<file path="src/hdl/urpig_pkg.sv">
package urpig_pkg;

    // Map size is 2**PIXEL_BITS pixels
    localparam int PIXEL_BITS = 20;

    localparam int GEN_W      = 64;
    localparam int COUNT_W    = 21;
    localparam int IDX_W      = 20;
    localparam int BYTE_W     = 8;
    localparam int CFG_IDX_W  = 1;
    localparam int CFG_DATA_W = 64;

    localparam int CNT_W  = PIXEL_BITS + 1;
    localparam int REM_W  = PIXEL_BITS + 2;
    localparam int WIDE_W = (CNT_W > COUNT_W) ? CNT_W : COUNT_W;

    // Visited map: rows of ROW_W bits, one row per RAM word
    localparam int COL_BITS = (PIXEL_BITS >= 10) ? 5 : 2;
    localparam int ROW_BITS = PIXEL_BITS - COL_BITS;
    localparam int ROW_W    = 1 << COL_BITS;
    localparam int MAP_ROWS = 1 << ROW_BITS;

    localparam int DIV_CNT_W = $clog2(GEN_W);
    localparam logic [DIV_CNT_W-1:0] DIV_LAST = DIV_CNT_W'(GEN_W - 1);

    localparam int SH_A = 21;
    localparam int SH_B = 35;
    localparam int SH_C = 4;

    localparam logic [GEN_W-1:0]   SEED_RESET        = GEN_W'(1);
    localparam logic [COUNT_W-1:0] PIXEL_COUNT_RESET = COUNT_W'(1048576);
    localparam logic [WIDE_W-1:0]  MAP_SIZE          = WIDE_W'(1) << PIXEL_BITS;

    localparam logic [CFG_IDX_W-1:0] REG_SEED        = CFG_IDX_W'(0);
    localparam logic [CFG_IDX_W-1:0] REG_PIXEL_COUNT = CFG_IDX_W'(1);

    typedef struct packed {
        logic accept;
        logic exh;
        logic step;
        logic div;
        logic look;
        logic mark;
        logic emit;
    } t_cmd;

    typedef struct packed {
        logic clr_busy;
        logic exh_cond;
        logic div_last;
        logic hit;
        logic out_free;
    } t_stat;

    function automatic logic [GEN_W-1:0] xorshift(input logic [GEN_W-1:0] s);
        logic [GEN_W-1:0] t;
        t = s ^ (s << SH_A);
        t = t ^ (t >> SH_B);
        t = t ^ (t << SH_C);
        return t;
    endfunction

    // Saturate a programmed pixel count to the map size
    function automatic logic [CNT_W-1:0] eff_count(input logic [COUNT_W-1:0] pc);
        logic [WIDE_W-1:0] w;
        w = WIDE_W'(pc);
        if (w > MAP_SIZE) begin
            w = MAP_SIZE;
        end
        return CNT_W'(w);
    endfunction

endpackage

</file>
<file path="src/hdl/urpig_ctrl.sv">
module urpig_ctrl (
    input  logic             i_clk,
    input  logic             i_rst_n,
    input  logic             i_in_valid,
    output logic             o_in_ready,
    input  urpig_pkg::t_stat i_stat,
    output urpig_pkg::t_cmd  o_cmd
);
    import urpig_pkg::*;

    typedef enum logic [6:0] {
        S_IDLE   = 7'b0000001,
        S_CHECK  = 7'b0000010,
        S_STEP   = 7'b0000100,
        S_DIV    = 7'b0001000,
        S_LOOK   = 7'b0010000,
        S_TEST   = 7'b0100000,
        S_FINISH = 7'b1000000
    } t_state;

    t_state r_state;
    t_state n_state;

    always_ff @(posedge i_clk) begin
        if (!i_rst_n) begin
            r_state <= S_IDLE;
        end else begin
            r_state <= n_state;
        end
    end

    always_comb begin
        n_state    = r_state;
        o_cmd      = '0;
        o_in_ready = 1'b0;
        unique case (r_state)
            S_IDLE: begin
                o_in_ready = !i_stat.clr_busy;
                if (i_in_valid && !i_stat.clr_busy) begin
                    o_cmd.accept = 1'b1;
                    n_state      = S_CHECK;
                end
            end
            S_CHECK: begin
                // wait out a map clear started by a restart or a pixel_count write
                if (!i_stat.clr_busy) begin
                    if (i_stat.exh_cond) begin
                        o_cmd.exh = 1'b1;
                        n_state   = S_FINISH;
                    end else begin
                        n_state = S_STEP;
                    end
                end
            end
            S_STEP: begin
                o_cmd.step = 1'b1;
                n_state    = S_DIV;
            end
            S_DIV: begin
                o_cmd.div = 1'b1;
                if (i_stat.div_last) begin
                    n_state = S_LOOK;
                end
            end
            S_LOOK: begin
                o_cmd.look = 1'b1;
                n_state    = S_TEST;
            end
            S_TEST: begin
                if (i_stat.hit) begin
                    n_state = S_STEP;
                end else begin
                    o_cmd.mark = 1'b1;
                    n_state    = S_FINISH;
                end
            end
            S_FINISH: begin
                if (i_stat.out_free) begin
                    o_cmd.emit = 1'b1;
                    n_state    = S_IDLE;
                end
            end
            default: begin
                n_state = S_IDLE;
            end
        endcase
    end
endmodule

</file>
<file path="config.mk">
export PLATFORM = sky130hd
export DESIGN_NAME = urpig_ctrl
export DESIGN_NICKNAME = d
export VERILOG_FILES = /design/src/hdl/urpig_pkg.sv /design/src/hdl/urpig_ctrl.sv
export SDC_FILE = /design/constraint.sdc
export NUM_CORES = 1
export LEC_CHECK = 0
export BUFFER_PORTS_ARGS = -buffer_cell sky130_fd_sc_hd__buf_4
export CAP_MARGIN = 30
export CORE_AREA = 2 2 39 41
export DETAILED_ROUTE_END_ITERATION = 10
export DIE_AREA = 0 0 41 43
export PLACE_DENSITY_LB_ADDON = 0.2
export SKIP_CTS_REPAIR_TIMING = 1
export SYNTH_ARGS = -nofsm -noshare
export SYNTH_HDL_FRONTEND = slang
export SYNTH_SLANG_ARGS = --single-unit
</file>
<file path="constraint.sdc">
create_clock -name i_clk -period 5.34 [get_ports i_clk]
set_clock_uncertainty 0.05 [all_clocks]
set_input_delay 0.534 -clock i_clk [delete_from_list [all_inputs] [get_ports i_clk]]
set_output_delay 0.534 -clock i_clk [all_outputs]
set_load 0.02 [all_outputs]
</file>
# Word level (Yosys, flattened, before mapping)
# Index checks and enable logic that the tools add are counted.
[op_classes] eq_ne=11 muxes=20 n_reduce_logical=3
[op_table] operator="7-bit case mux with 7 select lines" count=1
[op_table] operator="7-bit two-way mux" count=6
[op_table] operator="1-bit two-way mux" count=13
[op_table] operator="2-bit != test (second input constant)" count=4
[op_table] operator="7-bit by 1-bit == test with 1-bit output (second input constant)" count=1
[op_table] operator="7-bit by 2-bit == test with 1-bit output (second input constant)" count=1
[op_table] operator="7-bit by 3-bit == test with 1-bit output (second input constant)" count=1
[op_table] operator="7-bit by 4-bit == test with 1-bit output (second input constant)" count=1
[op_table] operator="7-bit by 5-bit == test with 1-bit output (second input constant)" count=1
[op_table] operator="7-bit by 6-bit == test with 1-bit output (second input constant)" count=1
[op_table] operator="7-bit == test (second input constant)" count=1
[op_table] operator="4-bit AND reduction" count=1
[op_table] operator="1-bit logical AND" count=1
[op_table] operator="1-bit logical NOT" count=1
[totals] reg_bits=7 inputBits=8 wordCells=35

# Longest topological paths before layout
# Gate-level depths: netlist of run 1.
[logic_depth] word_depth=4 mapped_depth=5 depth_no_buf=5

# Least setup slack after synthesis of run 1
# OpenSTA, ideal clock, no wires.
[synth_path] kind="register to output" startpoint="reg r_state[2]" endpoint="out o_cmd[1] (netlist name)" t_arrival_ns=1.518 required_time_ns=4.756 setup_slack_ns=3.238 path_stages_with_launch=5 path_cell_list="dfxtp_1 > or2_4 > or4_4 > or3_1 > inv_1"
[synth_rtl] element="start, declared" line="urpig_ctrl.sv:21" text="t_state r_state;"
[synth_rtl] element="start signal, assigned" line="urpig_ctrl.sv:28" text="r_state <= n_state;"
[synth_rtl] element="end, declared" line="urpig_ctrl.sv:7" text="output urpig_pkg::t_cmd o_cmd"

==> summary.md, run 1 <==
| Metric | Value |
|---|---|
| Yosys top cell by area | dfxtp_1 |
| Final #Nets | 94 |
| Number of routed nets with antenna violations | 0 |
| Max reg flops | 7 |
| Reg-to-reg critical path endpoint | r_state[6] |
| Initial antenna violation count | 0 |
| Type of the worst setup path | reg2out |
| Via Count | 508 |
| Flop and latch count out of synthesis | 7 |
| Power share of the sequential group | between 40% and 50% |
| Critical-path cell with the highest stage delay | or4_4 |
| Wire length of the first global-routing pass | about 1800 um |
| Number of instances in the placed design | 97 |
| Delay contributed by the slowest stage of the critical path | around 0.45 ns |
| Measured slew at the worst slew-check pin | 0.360 ns |
| Max-slew violation count | 0 |
| Clock-pin slew reported for the worst setup and hold paths after clock tree synthesis | 0.06 ns |
| Adder-cell share of the synthesized area | 0% |
| Die height | 43 um |
| Main area contributors after synthesis | dfxtp_1, nor2_1, nand2b_1, o21a_1, a21oi_1 |
| Aggregate global routing overflow | 0 |
| Xor and xnor area share after synthesis | 0% |
| Number of setup violations in the final report | 0 |
| Hold violation count in the final report | 0 |
| Pin count of the biggest net entering global routing | 9 |
| Wire length per cell | 10.7 um |
| TritonCTS clock tree | done |
| Cell count of the worst hold path | 2 |
| Detailed-route DRC error count | 0 |
| Number of rows created at floorplan | 14 |
| Combinational family with the most area after synthesis | simple AND/OR/NAND/NOR gates |
| Level count of the clock H-tree | 1 |
| Synth warn | 0 |
| Portion of netlist area occupied by mux cells | 0% |
| Synth Area in Compound Gates | 20.4% |
| Type of element capturing the critical path | output port |
| Clock network fraction of total power | 36.0% |
| DRT iter0 DRCs | 8 |
| Final std cells w/o fill | between 100 and 150 |
| Area overhead of the layout relative to synthesis | 34.4% |
| Share of async-settable or async-resettable flops after synthesis | 0% |
| Post-synth EDFFs | 0 |
| R2R Path Start | r_state[3] |
| Total clock buffers created by CTS | 3 |
| Post-synthesis cell type count | 25 |
| Maximum ir drop on the vdd rail | 86.1 uV |
| Die span in x | 41 um |
| Critical path fanouts, max | 6 |
| Clock Sink Count | 7 |
| List of cells traversed by the critical path | or2_4 > or4_4 > or3_1 > inv_1 > buf_4 |
| Power spent charging and discharging nets | 38.7 uW |
| Share of synthesized area occupied by flip-flops and latches | 30.1% |
| Share of post-route cells with drive strength above 1 | 25.9% |
| Number of cells traversed by the worst register-to-register path | 5 |
| Root buf cell | clkbuf_4 |
| Area of the die | 0.00176 mm^2 |
| Worst Path Buf+Inv | 2 |
| Fmax | 403 MHz |
| Area fraction of the dominant cell type after synthesis | 30.1% |
| Detailed placement HPWL | between 800 and 900 um |
| Worst hold slack | 0.468 ns |
| Skew-Pair Late Insertion Delay | 0.26 ns |
| Post-layout instance area | 626 um^2 |
| Register ranked first by flip-flop count | r_state |
| Category of the worst setup path launch point | flop |
| Switching Fraction | 28.7% |
| Vias in the first global route | 469 |
| Largest registers in the final layout | r_state: 7 flops |
| Min cycle time layout | 2.48 ns |
| Unrepaired setup endpoints after global routing | false |
| Family of cells with the greatest summed delay on the critical path | simple AND/OR/NAND/NOR gates |
| Average size of a mapped cell | 7.05 um^2 |
| Max-cap violations | 0 |
| Internal Dissipation | approximately 96 uW |
| Power share of the combinational group | 22.3% |
| Most used DFF post-synth | dfxtp_1 |
| Clock Path Buffers | 2 |
| Final estimated routing congestion in global placement | 0.745 |
| Buffers on Ports | 15 |
| Net count after synthesis | 74 |
| Simple-gate share of the synthesized area | between 40% and 50% |
| Worst min-delay path startpoint | i_rst_n |
| Combined area of all synthesized cells | 465 um^2 |
| Post-Syn Instances | 66 |
| Required time worst endpoint | roughly 4.8 ns |
| Worst Hold End | r_state[6] |
| Core footprint | 0.00138 mm^2 |
| Total placed instance area | approximately 600 um^2 |
| Class of the tightest hold or removal check | in2reg |
| Setup Total Neg Slack | 0 ns |
| Ports | 16 |
| Internal reg-to-reg setup slack | 3.54 ns |
| Max-slew headroom | 75.8% |
| Power Dens Cells | 216 mW/mm^2 |
| Total chip power | 135 uW |
| Share of the clock period used by the worst path after layout | 46.4% |
| Starting utilization of the core area | 33.6% |
| Total leakage power | 0.000288 uW |
| All-layer global routing usage | 15.3% |
| Count of inserted antenna diode cells | 0 |
| DR vias/cell | 5.03 |
| Total wirelength of the detailed-routed design | 1080 um |
| TritonRoute pass-1 iters | 4 |
| Run status | finished, final reports clean |
| Worst path arrival time | 1.90 ns |
## cell families after synthesis
logic type,count (synthesis)
flip-flops,7
AND/OR/NAND/NOR,41
AO/OA/AOI/OAI,14
buffers and inverters,4
## per-layer routing
layer / wire length, um / global-route usage [%] / vias to the layer above
li1: - / - / 270
met5: 0 / 0 / -
met3: 44 / 1.57 / 5
met2: 465 / 20.9 / 13
met4: 41 / 12.0 / 0
met1: 525 / 20.6 / 220
## cell usage after synthesis (all sizes together) (2+ instances only)
cell type  instances
nor2              13
dfxtp              7
nand2              5
nand2b             5
a21oi              4
inv                4
nand3              3
o21a               3
or3                3
nor2b              2
nor3               2
nor4               2
or2                2
## metrics by stage
| stage | utilization [%] | setup WS, ns |
|---|---|---|
| 6_report | 45.2 | 2.86 |
| 5_1_grt | 45.2 | 2.78 |
| 4_1_cts | 45.2 | 2.86 |
| 3_5_place_dp | 43.2 | 3.16 |
| 3_3_place_gp | 43.2 | 3.18 |
| 2_1_floorplan | - | 3.24 |
## worst max path at each step
stage,start,endpoint,slack (ns),cells after the start
after floorplan,r_state[2],o_cmd[1],3.24,4
after global placement,r_state[3],o_cmd[1],3.18,5
after detailed placement,r_state[3],o_cmd[1],3.16,5
after CTS,r_state[3],o_cmd[1],2.86,5
after global routing,r_state[3],o_cmd[1],2.78,5
final,r_state[3],o_cmd[1],2.86,5
## layout make-up
cell class	count	area [um^2]
Timing Repair Buffer	15	113
Fill cell	150	758
Inverter	4	15.0
Multi-Input combinational cell	55	310
Clock inverter	1	5.00
Clock buffer	3	22.5
Tap cell	16	20.0
Sequential cell	7	140
## power groups by stage
| stage | combinational [uW] | clock [uW] | sequential [uW] |
|---|---|---|---|
| floorplan | 19.6 | 0 | 56.8 |
| CTS | 30.2 | 50.7 | 56.2 |
| global route | 33.6 | 52.2 | 56.7 |
| detailed placement | 30.1 | 0 | 57.3 |
| global placement | 30.4 | 0 | 57.4 |
| finish | 30.0 | 48.6 | 56.2 |
## cell usage in the layout, fill, tap and decap left out, types with 3 or more instances in the layout
cell / netlist / layout
nand2_1: 5 / 5
or3_1: 3 / 3
o21a_1: 3 / 3
a21oi_1: 4 / 4
nor2_1: 13 / 13
inv_1: 4 / 4
nand3_1: 3 / 3
nand2b_1: 5 / 5
clkbuf_4: 0 / 3
buf_4: 0 / 15
dfxtp_1: 7 / 7
Power figures use the tool's default switching activity.
==> run 2, diff against run 1 <==
--- a/config.mk
+++ b/config.mk
@@ -5,6 +5,7 @@
 export SDC_FILE = /design/constraint.sdc
 export NUM_CORES = 1
 export LEC_CHECK = 0
+export ABC_AREA = 1
 export BUFFER_PORTS_ARGS = -buffer_cell sky130_fd_sc_hd__buf_4
 export CAP_MARGIN = 30
 export CORE_AREA = 2 2 39 41
==> constraint.sdc (replaced) <==
create_clock -name i_clk -period 2.05 [get_ports i_clk]
set_clock_uncertainty 0.05 [all_clocks]
set_input_delay 0.205 -clock i_clk [delete_from_list [all_inputs] [get_ports i_clk]]
set_output_delay 0.205 -clock i_clk [all_outputs]
set_load 0.02 [all_outputs]
==> summary.md, run 2 <==
| Metric | Value |
|---|---|
| Internal reg-to-reg setup slack | 0.80 ns (-2.74 ns) |
| Count leader, synth | nand2_1 |
| Final estimated routing congestion in global placement | 0.804 (+7.9%) |
| Net count after synthesis | 90 (+22%) |
| Final worst setup slack | 0.451 ns (-2.41 ns) |
| Area of the die | 0.00176 mm^2 (unchanged) |
| Reg-to-reg critical path endpoint | r_state[0] |
| Max-slew violation count | 0 (unchanged) |
| Cell count of the worst hold path | 2 (unchanged) |
| Total wirelength of the detailed-routed design | 1110 um (+2.6%) |
| Level count of the clock H-tree | 1 (unchanged) |
| Most common cell after layout, fill and taps aside | nand2_1 |
| TritonRoute pass-1 iters | 4 (unchanged) |
| Setup Slack @ Placement | 0.723 ns (-2.44 ns) |
| Area fraction of the dominant cell type after synthesis | 28.6% (-1.5 points) |
| Post-Syn Instances | 82 (+24%) |
| Routed wire length on met2 | 459 um (-1.3%) |
| Fmax | about 630 MHz |
| Yosys top cell by area | dfxtp_1 |
| Hold violation count in the final report | 0 (unchanged) |
| Root buf cell | clkbuf_4 |
| Buffers on Ports | 15 (unchanged) |
| Combined area of all synthesized cells | 490 um^2 (+5.4%) |
| Run status | finished, final reports clean |
| Worst hold slack | 0.110 ns (-0.358 ns) |
| Clock Sink Count | 7 (unchanged) |
| Count of inserted antenna diode cells | 0 (unchanged) |
| Share of the clock period used by the worst path after layout | 78.0% |
| All-layer global routing usage | 15.6% (+0.29 points) |
| Max reg flops | 7 (unchanged) |
| Area overhead of the layout relative to synthesis | 32.4% |
| Ports | 16 (unchanged) |
| Worst min-delay path startpoint | i_rst_n |
| Detailed-route DRC error count | 0 (unchanged) |
| Starting utilization of the core area | 35.4% (+1.8 points) |
| Required time worst endpoint | 1.79 ns (-2.97 ns) |
| Number of setup violations in the final report | 0 (unchanged) |
| Max-slew headroom | 84.1% (+8.3 points) |
| Power share of the sequential group | 41.7% (about the same) |
| Power share of the combinational group | 19.0% (-3.3 points) |
| Power Dens Cells | 524 mW/mm^2 (+140%) |
| Register ranked first by flip-flop count | r_state |
| Via Count | 534 (+5.1%) |
| DR vias/cell | 4.56 (-9.3%) |
| Adder-cell share of the synthesized area | 0% (unchanged) |
| Worst path arrival time | 1.34 ns (-0.56 ns) |
| Type of the worst setup path | reg2out |
| DRT iter0 DRCs | 11 (+3) |
| Max-cap violations | 0 (unchanged) |
| Detailed placement HPWL | 917 um (+3.8%) |
| Number of cells traversed by the worst register-to-register path | 8 (+3) |
| Worst Hold End | r_state[0] |
| Total leakage power | 0.000343 uW (+19%) |
| WL met3 | 60 um (+36%) |
| Wire length the detailed router placed on met1 | 545 um (+3.8%) |
| Largest registers in the final layout | r_state: 7 flops |
| Total chip power | 340 uW (+150%) |
| Aggregate global routing overflow | 0 (unchanged) |
| Most used DFF post-synth | dfxtp_1 |
| Simple-gate share of the synthesized area | 55.1% (+8.9 points) |
| Clock-pin slew reported for the worst setup and hold paths after clock tree synthesis | 0.06 ns (about the same) |
| Clock Path Buffers | 2 (unchanged) |
| Pin count of the biggest net entering global routing | 7 (-2) |
| Initial antenna violation count | 0 (unchanged) |
| Post-synth EDFFs | 0 (unchanged) |
| Number of rows created at floorplan | 14 (unchanged) |
| Post-synthesis cell type count | 14 (-44%) |
| Vias in the first global route | 496 (+5.8%) |
| R2R Path Start | r_state[6] |
| Total clock buffers created by CTS | 3 (unchanged) |
| Share of async-settable or async-resettable flops after synthesis | 0% (unchanged) |
| Die span in x | 41 um (unchanged) |
| Type of element capturing the critical path | output port |
| Share of synthesized area occupied by flip-flops and latches | 28.6% (-1.5 points) |
| Top metal layer carrying routed signals | met4 |
| Wire length of the first global-routing pass | 1840 um (unchanged) |
| Setup Total Neg Slack | 0 ns (unchanged) |
| Final #Nets | 110 (+17%) |
| Most frequent cells after synthesis | nand2_1, nor2_1, inv_1 |
| Internal Dissipation | 240 uW (+150%) |
| Flop and latch count out of synthesis | 7 (unchanged) |
| Min cycle time layout | 1.60 ns |
| Share of post-route cells with drive strength above 1 | 32.7% (+6.8 points) |
| Power spent charging and discharging nets | 99.6 uW (+160%) |
| Main area contributors after synthesis | dfxtp_1, nand2_1, nor2_1, inv_1, nand3_1 |
| Critical path fanouts, max | 6 (unchanged) |
| Portion of netlist area occupied by mux cells | 0% (unchanged) |
| TritonCTS clock tree | done |
| Measured slew at the worst slew-check pin | 0.238 ns (-0.122 ns) |
| Synth warn | 0 (unchanged) |
| Die height | 43 um (unchanged) |
| Category of the worst setup path launch point | flop |
| Clock network fraction of total power | 39.4% (+3.4 points) |
| Util after Layout | 46.9% (+1.7 points) |
| Most frequent cells in the layout | nand2_1, nor2_1, buf_4 |
| Combinational family with the most area after synthesis | simple AND/OR/NAND/NOR gates |
| Maximum ir drop on the vdd rail | 189 uV (+120%) |
| Number of routed nets with antenna violations | 0 (unchanged) |
| Skew-Pair Late Insertion Delay | 0.26 ns (about the same) |
| Wire length per cell | 9.44 um (-11%) |
| Class of the tightest hold or removal check | in2reg |
| Xor and xnor area share after synthesis | 0% (unchanged) |
| Synth Area in Compound Gates | 4.08% (-16 points) |
| Switching Fraction | 29.3% (+0.62 points) |
| Average size of a mapped cell | 5.98 um^2 (-15%) |
| Unrepaired setup endpoints after global routing | false |
| Core footprint | 0.00138 mm^2 (unchanged) |
[run 2: cell count changes after synthesis, moves of 2 or more]
cell | previous run | this run
nand3_1 | 3 | 8
nor2b_1 | 2 | 0
inv_2 | 0 | 3
nand2_1 | 5 | 17
nand2_2 | 0 | 4
o21a_1 | 3 | 0
nand2b_1 | 5 | 0
or3_1 | 3 | 0
nor2_1 | 13 | 16
inv_1 | 4 | 13
nand3_2 | 0 | 4
nor2_2 | 0 | 3
[run 2: cells by family after synthesis]
group / count (synthesis)
simple gates: 55
buf+inv: 16
compound gates: 4
flops: 7
[run 2: worst max-delay path by stage]
stage / from / to
2_1_floorplan: r_state[0] / o_cmd[0]
3_3_place_gp: r_state[2] / o_cmd[5]
3_5_place_dp: r_state[2] / o_cmd[5]
4_1_cts: r_state[2] / o_cmd[5]
5_1_grt: r_state[6] / o_cmd[5]
6_report: r_state[6] / o_cmd[5]
[run 2: area by class of cell]
cell class | count | area [um^2]
Clock buffer | 4 | 26.3
Fill cell | 142 | 734
Inverter | 16 | 60.1
Multi-Input combinational cell | 59 | 290
Sequential cell | 7 | 140
Tap cell | 16 | 20.0
Timing Repair Buffer | 15 | 113
[run 2: worst max-delay path, stage by stage (launching register included)]
cell and delay, ns:
dfxtp_1 0.32, inv_1 0.11, nand2_2 0.08, nor2_4 0.19, nand3_1 0.14, nor2_1 0.11
buf_4 0.14
[run 2: stage by stage]
step,instance area (um^2),cells
2_1_floorplan,490,82
5_1_grt,649,117
3_3_place_gp,623,113
6_report,649,117
3_5_place_dp,623,113
4_1_cts,649,117
[run 2: power groups by stage]
stage,clock network (uW),registers (uW),logic [uW]
finish,134,142,64.5
global route,140,142,72.8
CTS,135,142,64.9
detailed placement,0,145,64.5
global placement,0,145,65.2
floorplan,0,144,40.5
[run 2: metal layers]
layer  up-vias  track usage (%)
met5         -                0
met4         0             12.0
met3         5             3.14
met2        20             19.7
met1       221             21.9
li1        288                -
==> run 3, diff against run 2 <==
--- a/config.mk
+++ b/config.mk
@@ -5,7 +5,7 @@
 export SDC_FILE = /design/constraint.sdc
 export NUM_CORES = 1
 export LEC_CHECK = 0
-export ABC_AREA = 1
+export ABC_AREA = 0
 export BUFFER_PORTS_ARGS = -buffer_cell sky130_fd_sc_hd__buf_4
 export CAP_MARGIN = 30
 export CORE_AREA = 2 2 39 41
==> constraint.sdc (replaced) <==
create_clock -name i_clk -period 1.4 [get_ports i_clk]
set_clock_uncertainty 0.05 [all_clocks]
set_input_delay 0.14 -clock i_clk [delete_from_list [all_inputs] [get_ports i_clk]]
set_output_delay 0.14 -clock i_clk [all_outputs]
set_load 0.02 [all_outputs]
==> summary.md, run 3 (synthesized netlist as in run 1, its figures left out) <==
| Metric | Value |
|---|---|
| Max-slew headroom | 80.2% (-3.8 points) |
| Required time worst endpoint | 1.21 ns (-0.58 ns) |
| Reg-to-reg critical path endpoint | r_state[6] |
| Critical-path cell with the highest stage delay | or4_4 |
| Number of fill cells in the layout | 102 (-28%) |
| Max-cap violations | 0 (unchanged) |
| Die height | 43 um (unchanged) |
| Final #Nets | 117 (+6.4%) |
| Power Dens Cells | 658 mW/mm^2 (+26%) |
| Ports | 16 (unchanged) |
| Number of cells traversed by the worst register-to-register path | 6 (-2) |
| Number of instances in the placed design | 113 (unchanged) |
| TritonRoute pass-1 iters | 4 (unchanged) |
| Run status | finished, violations left |
| Type of the worst setup path | reg2out |
| Pin count of the biggest net entering global routing | 8 (+1) |
| Most common cell after layout, fill and taps aside | buf_4 |
| Share of the clock period used by the worst path after layout | 144% |
| Register ranked first by flip-flop count | r_state |
| Max-slew violation count | 0 (unchanged) |
| Violated checks | negative setup slack |
| Hold violation count in the final report | 0 (unchanged) |
| Setup Slack @ Placement | -0.324 ns (-1.05 ns) |
| Number of setup violations in the final report | 15 (+15) |
| Root buf cell | clkbuf_4 |
| Max reg flops | 7 (unchanged) |
| Initial antenna violation count | 0 (unchanged) |
| Detailed placement HPWL | 1030 um (+12%) |
| Aggregate global routing overflow | 0 (unchanged) |
| Class of the tightest hold or removal check | in2reg |
| Total clock buffers created by CTS | 3 (unchanged) |
| Clock-pin slew reported for the worst setup and hold paths after clock tree synthesis | 0.05 ns (about the same) |
| Origin of the worst setup path | r_state[2] |
| Core footprint | 0.00138 mm^2 (unchanged) |
| Buffers on Ports | 15 (unchanged) |
| Final estimated routing congestion in global placement | 0.821 (+2.1%) |
| Number of routed nets with antenna violations | 0 (unchanged) |
| DR vias/cell | 5.20 (+14%) |
| Total wirelength of the detailed-routed design | 1740 um (+57%) |
| Fmax | 496 MHz |
| Worst path arrival time | 1.83 ns (+0.49 ns) |
| Wire length of the first global-routing pass | 2120 um (+15%) |
| Area of the multi-input gates | 432 um^2 (+49%) |
| Area of all sequential standard cells | 145 um^2 (+3.6%) |
| Detailed-route DRC error count | 0 (unchanged) |
| DRT iter0 DRCs | 23 (+12) |
| Total leakage power | 0.000417 uW (+21%) |
| Die span in x | 41 um (unchanged) |
| Final std cells w/o fill | 124 (+6.0%) |
| Via Count | 645 (+21%) |
| Count of inserted antenna diode cells | 0 (unchanged) |
| All-layer global routing usage | 18.3% (+2.7 points) |
| Skew-Pair Late Insertion Delay | 0.26 ns (about the same) |
| Internal reg-to-reg setup slack | -0.46 ns (-1.26 ns) |
| Family of cells with the greatest summed delay on the critical path | simple AND/OR/NAND/NOR gates |
| Area overhead of the layout relative to synthesis | 109% |
| Critical path destination | o_cmd[1] |
| Vias in the first global route | 516 (+4.0%) |
| Maximum ir drop on the vdd rail | 402 uV (+110%) |
| Type of element capturing the critical path | output port |
| Share of post-route cells with drive strength above 1 | 63.0% (+30 points) |
| TritonCTS clock tree | done |
| Area of the die | 0.00176 mm^2 (unchanged) |
| Worst path depth | 5 (-1) |
| R2R Path Start | r_state[2] |
| Unrepaired setup endpoints after global routing | true |
| Wire length per cell | 14.0 um (+48%) |
| Category of the worst setup path launch point | flop |
| Number of rows created at floorplan | 14 (unchanged) |
| Clock Sink Count | 7 (unchanged) |
| Critical path fanouts, max | 2 (-4) |
| Final worst setup slack | -0.616 ns (-1.07 ns) |
| Largest registers in the final layout | r_state: 7 flops |
| Delay contributed by the slowest stage of the critical path | 0.42 ns (+0.10 ns) |
| Clock Path Buffers | 2 (unchanged) |
| Measured slew at the worst slew-check pin | 0.292 ns (+0.0538 ns) |
| Most frequent cells in the layout | buf_4, buf_6, nor2_4, nor2_1, nand2b_1 |
| List of cells traversed by the critical path | or2_4 > or4_4 > or3_4 > inv_2 > buf_6 |
| Level count of the clock H-tree | 1 (unchanged) |
| Starting utilization of the core area | 33.6% (-1.8 points) |
| Min cycle time layout | 2.02 ns |
| Worst Path Buf+Inv | 2 (unchanged) |
==> run 3: cell types whose count changed in the layout (fill, tap and decap cells not counted), sizes merged, moves of 2 or more <==
cell and change:
buf +23, inv -12, nand2 -16, nand2b +5
nand3 -9, nor2 -7, nor2b +2, o21a +3
or2 +2, or3 +3
==> run 3: worst min path at each step <==
stage                    from         end  slack [ns]  depth (start not counted)
finish              i_stat[1]  r_state[2]        0.08                          3
global route          i_rst_n  r_state[0]        0.08                          2
CTS                   i_rst_n  r_state[0]        0.05                          2
detailed placement    i_rst_n  r_state[0]        0.33                          2
global placement      i_rst_n  r_state[0]        0.32                          2
floorplan             i_rst_n  r_state[0]        0.17                          1
==> run 3: area by class of cell <==
cell class / count / area share, %
inverter: 4 / 1.54
sequential: 7 / 14.9
multi-input combinational: 55 / 44.4
clock buffer: 4 / 2.70
tap: 16 / 2.06
timing repair buffer: 38 / 34.4
==> run 3: worst register-to-register path: cells and delay by family (launching register included) <==
kind,cells,cell delay (ns)
simple gates,3,1.08
flops,1,0.32
compound gates,2,0.22
buf+inv,1,0.14
==> run 3: layer usage <==
layer  global-route usage [%]  part of all wire, %  vias to the layer above
li1                         -                    -                      319
met1                     24.9                   44                      303
met2                     24.4                   50                       17
met3                     4.71                  4.1                        6
met4                     12.0                  2.0                        0
met5                        0                    0                        -
==> run 3: where the power goes <==
| group | switching [uW] | internal [uW] |
|---|---|---|
| Combinational | 114 | 120 |
| Clock | 85.1 | 109 |
| Sequential | 4.05 | 206 |
| Total | 203 | 436 |
==> run 3: per-stage QoR <==
step	setup TNS, ns	hold WS, ns	instance area (um^2)	power, uW	utilization (%)
after global routing	-5.90	0.0849	972	669	70.3
after CTS	-4.82	0.0483	785	579	56.7
after floorplan	-1.11	0.168	505	307	-
final	-5.24	0.0835	972	639	70.3
after detailed placement	-2.41	0.325	758	382	54.8
after global placement	-2.34	0.322	758	381	54.8
